$ cat src/rtl/core/etpq_pkg.sv
// Shared widths, codes and types of the event time priority queue.
package etpq_pkg;

	localparam int TIME_W    = 32;
	localparam int ID_W      = 16;
	localparam int KIND_W    = 4;
	localparam int STATUS_W  = 2;
	localparam int OCC_OUT_W = 7;

	localparam int DEFAULT_QUEUE_DEPTH = 64;

	localparam logic OP_PUSH = 1'b0;
	localparam logic OP_POP  = 1'b1;

	localparam logic [STATUS_W-1:0] STATUS_OK    = 2'd0;
	localparam logic [STATUS_W-1:0] STATUS_FULL  = 2'd1;
	localparam logic [STATUS_W-1:0] STATUS_EMPTY = 2'd2;

	typedef struct packed {
		logic [TIME_W-1:0] ev_time;
		logic [ID_W-1:0]   ev_id;
		logic [KIND_W-1:0] ev_kind;
	} entry_t;

	// Broadcast command to every cell for the current cycle
	typedef struct packed {
		logic push;
		logic pop;
	} cell_ctrl_t;

	// What a cell shows its neighbours
	typedef struct packed {
		entry_t entry;
		logic   used;
		logic   greater;
	} cell_link_t;

	localparam cell_link_t LINK_NONE = '{entry: '0, used: 1'b0, greater: 1'b0};

endpackage

$ cat src/rtl/core/etpq_cell.sv
// One slot of the sorted queue: holds an entry and shifts with its neighbours.
module etpq_cell (
	input  logic                  clk,
	input  logic                  arst_n,
	input  etpq_pkg::cell_ctrl_t  ctrl,
	input  etpq_pkg::entry_t      new_entry,
	input  etpq_pkg::cell_link_t  left,
	input  etpq_pkg::cell_link_t  right,
	output etpq_pkg::cell_link_t  link
);

	etpq_pkg::entry_t entry_q;
	logic             used_q;
	logic             greater;

	// Free slot or strictly later time: the new entry belongs at or before here
	assign greater = !used_q || (entry_q.ev_time > new_entry.ev_time);

	assign link.entry   = entry_q;
	assign link.used    = used_q;
	assign link.greater = greater;

	always_ff @(posedge clk or negedge arst_n) begin
		if (!arst_n) begin
			used_q <= 1'b0;
		end else if (ctrl.push && greater) begin
			used_q <= left.greater ? left.used : 1'b1;
		end else if (ctrl.pop) begin
			used_q <= right.used;
		end
	end

	always_ff @(posedge clk) begin
		if (ctrl.push && greater) begin
			entry_q <= left.greater ? left.entry : new_entry;
		end else if (ctrl.pop) begin
			entry_q <= right.entry;
		end
	end

endmodule

$ cat config.mk
export PLATFORM = sky130hd
export DESIGN_NAME = etpq_cell
export DESIGN_NICKNAME = d
export VERILOG_FILES = /design/src/rtl/core/etpq_pkg.sv /design/src/rtl/core/etpq_cell.sv
export SDC_FILE = /design/constraint.sdc
export NUM_CORES = 1
export LEC_CHECK = 0
export BUFFER_PORTS_ARGS = -buffer_cell sky130_fd_sc_hd__buf_2
export CORE_AREA = 2 2 97 99
export CTS_BUF_LIST = sky130_fd_sc_hd__clkbuf_4
export DETAILED_ROUTE_END_ITERATION = 10
export DIE_AREA = 0 0 99 101
export PLACE_DENSITY_LB_ADDON = 0.1
export SYNTH_ARGS = -nofsm -noshare
export SYNTH_HDL_FRONTEND = slang
export SYNTH_SLANG_ARGS = --single-unit
$ cat constraint.sdc
create_clock -name clk -period 3.75 [get_ports clk]
set_input_delay 0.1875 -clock clk [delete_from_list [all_inputs] [get_ports clk]]
set_output_delay 0.1875 -clock clk [all_outputs]
set_load 0.05 [all_outputs]
==> results of run 1 <==
## metal layers
metal / up-vias / part of all wire / track usage
met1: 1461 / 0.40 / 0.2057
met3: 11 / 0.083 / 0.04854
met2: 135 / 0.50 / 0.3337
met5: - / 0 / 0
li1: 1636 / - / -
met4: 0 / 0.015 / 0.05058
## registers in the layout, indices dropped and copies added, names as in the netlist
register and count:
link 52, used_q 1
## cell type report
type,count,area (µm²),area share
clock buffer,6,45.04,0.008734
sequential,53,1587,0.3076
multi-input combinational,231,2087,0.4047
inverter,34,127.6,0.02475
timing repair buffer,220,1139,0.2208
tap,111,138.9,0.02693
clock inverter,2,33.78,0.006550
## kinds of logic after synthesis
family / Yosys count / share of synthesized area
flip-flops: 53 / 0.4061
AND/OR/NAND/NOR: 65 / 0.08072
AO/OA/AOI/OAI: 61 / 0.09353
multiplexers: 73 / 0.2575
adder cells (fa/ha/maj): 32 / 0.1025
buffers and inverters: 50 / 0.05957
## path summary, 6_finish.rpt
| path | start | endpoint | cells after the start |
|---|---|---|---|
| setup / recovery | link[49] | link[39] | 8 |
| hold / removal | right[26] | link[26] | 2 |
| setup reg to reg | link[49] | link[39] | 8 |
| hold reg to reg | used_q | used_q | 2 |
| max in group asynchronous | arst_n | used_q | 2 |
| min in group asynchronous | arst_n | used_q | 2 |
## power by group
| group | switching, mW | leakage [nW] | internal (mW) |
|---|---|---|---|
| clock network | 0.180 | 0.0433 | 0.147 |
| registers | 0.0412 | 0.534 | 0.777 |
| logic | 0.632 | 2.02 | 0.373 |
| total | 0.853 | 2.59 | 1.30 |
## metrics by stage
step | hold slack [ns] | total power [mW]
finish | 0.1035 | 2.150
global route | 0.07100 | 2.272
CTS | 0.08667 | 2.179
detailed placement | -0.03455 | 1.848
global placement | -0.03742 | 1.835
floorplan | -0.1081 | 1.599
## worst max-delay path: cells and delay by family (launching register included)
| family | cells | cell delay [ns] |
|---|---|---|
| AOI/OAI and AO/OA | 2 | 0.40 |
| DFF | 1 | 0.43 |
| adders and majority gates | 1 | 0.33 |
| and+or+nand+nor | 4 | 1.30 |
| buffers and inverters | 1 | 0.27 |
## synthesized netlist by cell type, drive strengths merged, types with 2 or more instances
| master | n |
|---|---|
| a21oi | 14 |
| nor3 | 3 |
| mux2 | 73 |
| inv | 34 |
| nor2 | 6 |
| a221o | 2 |
| o21ai | 36 |
| clkbuf | 8 |
| buf | 8 |
| edfxtp | 52 |
| nand2 | 40 |
| ha | 32 |
| nand3 | 4 |
| nand4 | 7 |
==> summary.md, run 1 <==
| Metric | Value |
|---|---|
| Count of max-cap constraint violations | `0` |
| Clock tree from TritonCTS | `done` |
| Leakage power summed over all cells | `2.594 nW` |
| Weighted congestion reported at the end of routability-driven placement | `0.7900` |
| Final Core Density | `0.5745` |
| Die outline area | `9999 µm²` |
| Pre-CTS WS | `0.7495 ns` |
| Postcts setup bufs | `0` |
| Seq cells post-synth | `53` |
| Ordered cell list for the critical path | `ha_1 -> nand4_1 -> nor4_4 -> nand3_1 -> o21ai_0 -> a31oi_4 -> or2_2 -> buf_12` |
| Mean instance size in the synthesized netlist | `11.70 µm²` |
| CP Data Required Time | `3.87 ns` |
| Synth-to-layout area growth | `32.03%` |
| Vias in the first global route | `3130` |
| Final number of setup-violating endpoints | `0` |
| Share of Yosys cell area claimed by the top area cell type | `0.3997` |
| Filler-free cell count of the finished design | `657` |
| Die height | `101 µm` |
| Number of nets in the layout | `741` |
| Maximum clock frequency | `334.0 MHz` |
| Critical Path AT | `3.11 ns` |
| Result of the run | `completed` |
| Final HPWL DP | `7.435 mm` |
| Synthesized area | `3906 µm²` |
| Clock latency on the worst-skew pair | `0.37 ns` |
| Initial DRC Count | `73` |
| Min setup slack post-route | `0.7556 ns` |
| Placed Cells | `648` |
| Commonest register cell after synthesis | `sky130_fd_sc_hd__edfxtp_1` |
| Yosys warning total | `0` |
| Htree depth | `2` |
| Total wire length | `9.355 mm` |
| Number of failing hold endpoints at the final stage | `0` |
| Path type of the worst setup path | `reg2reg` |
| Final min period | `2.994 ns` |
| Setup TNS after final layout | `0 ns` |
| Power per standard cell area | `416.8 nW/µm²` |
| Effective utilization at floorplan | `0.4351` |
| Clock skew | `0.01660 ns` |
| Worst setup EP type | `flop` |
| Buffers from clock root to sink, at most | `2` |
| Cell row count | `35` |
| CTS root buf | `sky130_fd_sc_hd__clkbuf_4` |
| Setup repair after global routing missed its margin | `false` |
| Layout filler cell count | `839` |
| Antenna Cells | `0` |
| Total count of max-transition violations in the final report | `0` |
| Quantity of hold-fixing buffers added after cts | `1` |
| Post-synthesis cell count | `334` |
| Share of synthesized area occupied by flip-flops and latches | `0.4061` |
| GRT Total Usage | `0.1810` |
| Number of buffers created by CTS | `5` |
| Netlist cell types | `34` |
| CP peak stage delay | `0.51 ns` |
| Wire length of the first global-routing pass | `14.50 mm` |
| Worst hold path type | `in2reg` |
| DRC Markers | `0` |
| Commonest non-fill, non-tap cells in the layout | `sky130_fd_sc_hd__buf_2 (216), sky130_fd_sc_hd__edfxtp_1 (52), sky130_fd_sc_hd__mux2_4 (49)` |
| Most common cell after layout, fill and taps aside | `sky130_fd_sc_hd__buf_2` |
| Maximum number of pins on one net before global-route repair | `53` |
| CTS-repair resized insts | `0` |
| Antenna violations before repair | `0` |
| Area of placed instances | `5069 µm²` |
| Transition time of the tightest slew-check pin | `0.9015 ns` |
| Proportion of layout cells with a drive suffix above 1 | `0.5586` |
| Share of synthesized flip-flops with an asynchronous set or reset | `0.01887` |
| Final cycle utilization of the critical path | `0.7985` |
| Number of placed I/O pins | `218` |
| Number of detailed-routing iterations run before antenna repair | `4` |
| Port bufs | `216` |
| Number of nets with antenna violations after detailed routing | `0` |
| Critical path startpoint category | `flop` |
| Setup slack, reg-to-reg | `0.76 ns` |
| Via/cell ratio | `4.936` |
| Most area-hungry cell type in the Yosys netlist | `sky130_fd_sc_hd__edfxtp_1` |
| Cells taking the most area after synthesis | `sky130_fd_sc_hd__edfxtp_1 (40%), sky130_fd_sc_hd__mux2_4 (19%), sky130_fd_sc_hd__ha_1 (10%)` |
| Number of nets in the synthesized netlist | `530` |
| Register clock-pin slew on the reported worst setup and hold paths | `0.16 ns` |
| Core ar. | `8977 µm²` |
| Total via count in the routed design | `3243` |
| Largest driver fanout on the critical path | `34` |
| TritonCTS Sinks | `53` |
| Maximum ir drop on the vdd rail | `0.2205 mV` |
| Critical path's slowest cell | `sky130_fd_sc_hd__or2_2` |
| Relative slew margins | `0.3990` |
| Count of flip-flops with a built-in enable after synthesis | `52` |
| Area of all placed cells without fillers | `5157 µm²` |
| X dimension of the die | `99 µm` |
| Wire per inst | `14.24 µm` |
| Grt ovf | `0` |
(Power assumes the default switching activity.)
==> inputs of run 2 (changes only) <==
--- a/config.mk
+++ b/config.mk
@@ -6,10 +6,10 @@
 export NUM_CORES = 1
 export LEC_CHECK = 0
 export BUFFER_PORTS_ARGS = -buffer_cell sky130_fd_sc_hd__buf_2
-export CORE_AREA = 2 2 97 99
+export CORE_AREA = 2 2 100 102
 export CTS_BUF_LIST = sky130_fd_sc_hd__clkbuf_4
 export DETAILED_ROUTE_END_ITERATION = 10
-export DIE_AREA = 0 0 99 101
+export DIE_AREA = 0 0 102 104
 export PLACE_DENSITY_LB_ADDON = 0.1
 export SYNTH_ARGS = -nofsm -noshare
 export SYNTH_HDL_FRONTEND = slang
==> constraint.sdc (replaced) <==
create_clock -name clk -period 2.5 [get_ports clk]
set_input_delay 0.125 -clock clk [delete_from_list [all_inputs] [get_ports clk]]
set_output_delay 0.125 -clock clk [all_outputs]
set_load 0.05 [all_outputs]
==> run 2 against run 1 <==
The run now ends with negative setup slack left. First-iteration DRC count grew 4.1%. Combinational power rose by 90%. Wire length up 17%.
==> summary.md, run 2 (synthesis results as in run 1) <==
| Metric | Value |
|---|---|
| Total Power | `3.666 mW` |
| Number of failing hold endpoints at the final stage | `0` |
| Port bufs | `216` |
| Met1 demand-to-capacity share in global routing | `0.2263` |
| Part of the total power dissipated in sequential elements | `0.340` |
| Proportion of layout cells with a drive suffix above 1 | `0.6426` |
| Number of detailed-routing iterations run before antenna repair | `6` |
| Cell row count | `36` |
| Filler-free cell count of the finished design | `730` |
| Total count of max-transition violations in the final report | `0` |
| Number of placed I/O pins | `218` |
| GRT Total Usage | `0.2038` |
| Commonest non-fill, non-tap cells in the layout | `sky130_fd_sc_hd__buf_2 (215), sky130_fd_sc_hd__mux2_4 (52), sky130_fd_sc_hd__edfxtp_1 (52)` |
| Path type of the worst setup path | `reg2reg` |
| Weighted congestion reported at the end of routability-driven placement | `0.7935` |
| Worst setup EP type | `flop` |
| Placed Cells | `698` |
| CTS root buf | `sky130_fd_sc_hd__clkbuf_4` |
| Global-route layer with the greatest usage | `met2` |
| DRC Markers | `0` |
| Number of buffers created by CTS | `5` |
| Number of nets with antenna violations after detailed routing | `0` |
| Final number of setup-violating endpoints | `102` |
| Via/cell ratio | `4.770` |
| Worst hold path startpoint | `right[52]` |
| Int Pwr | `2.233 mW` |
| Maximum number of pins on one net before global-route repair | `45` |
| Buf+Inv Stages, Crit Path | `2` |
| Min setup slack post-route | `-0.1795 ns` |
| Maximum ir drop on the vdd rail | `0.2516 mV` |
| Setup repair after global routing missed its margin | `true` |
| Met2 global-route usage | `0.3858` |
| Count of max-cap constraint violations | `0` |
| Wire length of the first global-routing pass | `16.84 mm` |
| Final HPWL DP | `8.398 mm` |
| Maximum clock frequency | `373.2 MHz` |
| Most common cell after layout, fill and taps aside | `sky130_fd_sc_hd__buf_2` |
| CP peak stage delay | `0.47 ns` |
| Die height | `104 µm` |
| Flip-flop count of the largest register after layout | `52` |
| CP Data Required Time | `2.65 ns` |
| Critical path startpoint category | `flop` |
| Grt ovf | `0` |
| Leakage power summed over all cells | `2.935 nW` |
| Antenna violations before repair | `1` |
| Net switching fraction of the power | `0.3909` |
| Htree depth | `2` |
| Largest driver fanout on the critical path | `15` |
| Violated checks | `negative setup slack` |
| Total wire length | `10.96 mm` |
| Critical Path AT | `2.83 ns` |
| Core ar. | `9549 µm²` |
| Crit path launch | `link[27]` |
| Pre-CTS WS | `-0.1943 ns` |
| Initial DRC Count | `76` |
| Total area of sequential cells | `1587 µm²` |
| Relative slew margins | `0.4367` |
| Total via count in the routed design | `3482` |
| Clock latency on the worst-skew pair | `0.38 ns` |
| Synth-to-layout area growth | `54.32%` |
| Power per standard cell area | `608.1 nW/µm²` |
| Net switching power | `1.433 mW` |
| Buffers from clock root to sink, at most | `2` |
| Effective utilization at floorplan | `0.4091` |
| Result of the run | `complete, but fails checks` |
| Final min period | `2.680 ns` |
| Final cycle utilization of the critical path | `1.072` |
| Family with the most delay on the worst path | `compound AO/OA/AOI/OAI gates` |
| Worst hold path type | `in2reg` |
| Ordered cell list for the critical path | `ha_4 -> a21oi_1 -> o21ai_2 -> a221o_1 -> o31ai_4 -> a31oi_4 -> buf_6 -> or2_4 -> buf_12` |
| GR Layer Usage met3 | `0.04368` |
| Total area of multi-input combinational cells | `2354 µm²` |
| Wire per inst | `15.01 µm` |
| Number of nets in the layout | `791` |
| Vias in the first global route | `3609` |
| Combinational Power Share | `0.524` |
| TritonCTS Sinks | `53` |
| Critical path's slowest cell | `sky130_fd_sc_hd__edfxtp_1` |
| Layout filler cell count | `834` |
| Clock skew | `0.01661 ns` |
| Clock tree from TritonCTS | `done` |
| Origin of the critical flop-to-flop path | `link[27]` |
| X dimension of the die | `102 µm` |
| Die outline area | `10610 µm²` |
| Clock share of power | `0.135` |
| Register clock-pin slew on the reported worst setup and hold paths | `0.16 ns` |
| Transition time of the tightest slew-check pin | `0.8449 ns` |
## run 2: cell count changes in the layout (fill, tap and decap cells not counted), moves of 3 or more
cell                      previous run  this run
sky130_fd_sc_hd__a21oi_1            14         9
sky130_fd_sc_hd__a21oi_2             0         5
sky130_fd_sc_hd__buf_12              2         7
sky130_fd_sc_hd__buf_16              0         5
sky130_fd_sc_hd__buf_4               1        34
sky130_fd_sc_hd__buf_6               0         7
sky130_fd_sc_hd__ha_1               32        19
sky130_fd_sc_hd__ha_4                0        13
sky130_fd_sc_hd__mux2_2             24        21
sky130_fd_sc_hd__mux2_4             49        52
sky130_fd_sc_hd__nor3_1              3         0
sky130_fd_sc_hd__o21ai_0            35        32
## run 2: worst paths after layout
check,slack (ns),end,depth (start not counted)
min reg2reg,0.80,used_q,2
max reg2reg,-0.18,link[30],9
min in group asynchronous,0.06,used_q,2
max in group asynchronous,2.36,used_q,2
min,0.03,link[52],2
max,-0.18,link[30],9
## run 2: layer usage
metal,vias up,routed length (µm),share of wire
met5,-,0,0
met4,0,131,0.012
met3,10,749,0.068
met2,126,5785,0.53
met1,1608,4292,0.39
li1,1738,-,-
## run 2: power by group through the flow
stage               clock network (mW)  registers (mW)  logic (mW)
global placement                     0            1.25        1.65
finish                           0.496            1.25        1.92
CTS                              0.511            1.25        1.89
global route                     0.539            1.26        2.05
detailed placement                   0            1.26        1.67
floorplan                            0            1.74       0.691
## run 2: final cells by class
cell class,instances,share of cell area
Antenna cell,1,0.0004151
Sequential cell,53,0.2632
Tap cell,133,0.02760
Multi-Input combinational cell,231,0.3904
Clock inverter,3,0.006849
Inverter,34,0.02117
Timing Repair Buffer,270,0.2841
Clock buffer,5,0.006227
## run 2: repair_timing
action / in CTS / in global routing
buffers inserted: 13 / 5
pin swaps: 17 / 3
hold buffers: 1 / 0
resized for setup: 33 / 14
hold endpoints to repair: 1 / 0
cloned: 5 / 0
endpoints found under the setup margin: 105 / 105
## run 2: per-stage QoR
stage | utilization | TNS [ns] | hold WS (ns) | instance area (µm²)
2_1_floorplan | - | -37.10 | -0.1706 | 4026
3_3_place_gp | 0.5722 | -5.912 | -0.1006 | 5464
3_5_place_dp | 0.5722 | -11.96 | -0.09930 | 5464
4_1_cts | 0.6211 | -15.38 | 0.01412 | 5931
5_1_grt | 0.6313 | -25.58 | 0.006007 | 6028
6_report | 0.6313 | -15.79 | 0.03044 | 6028
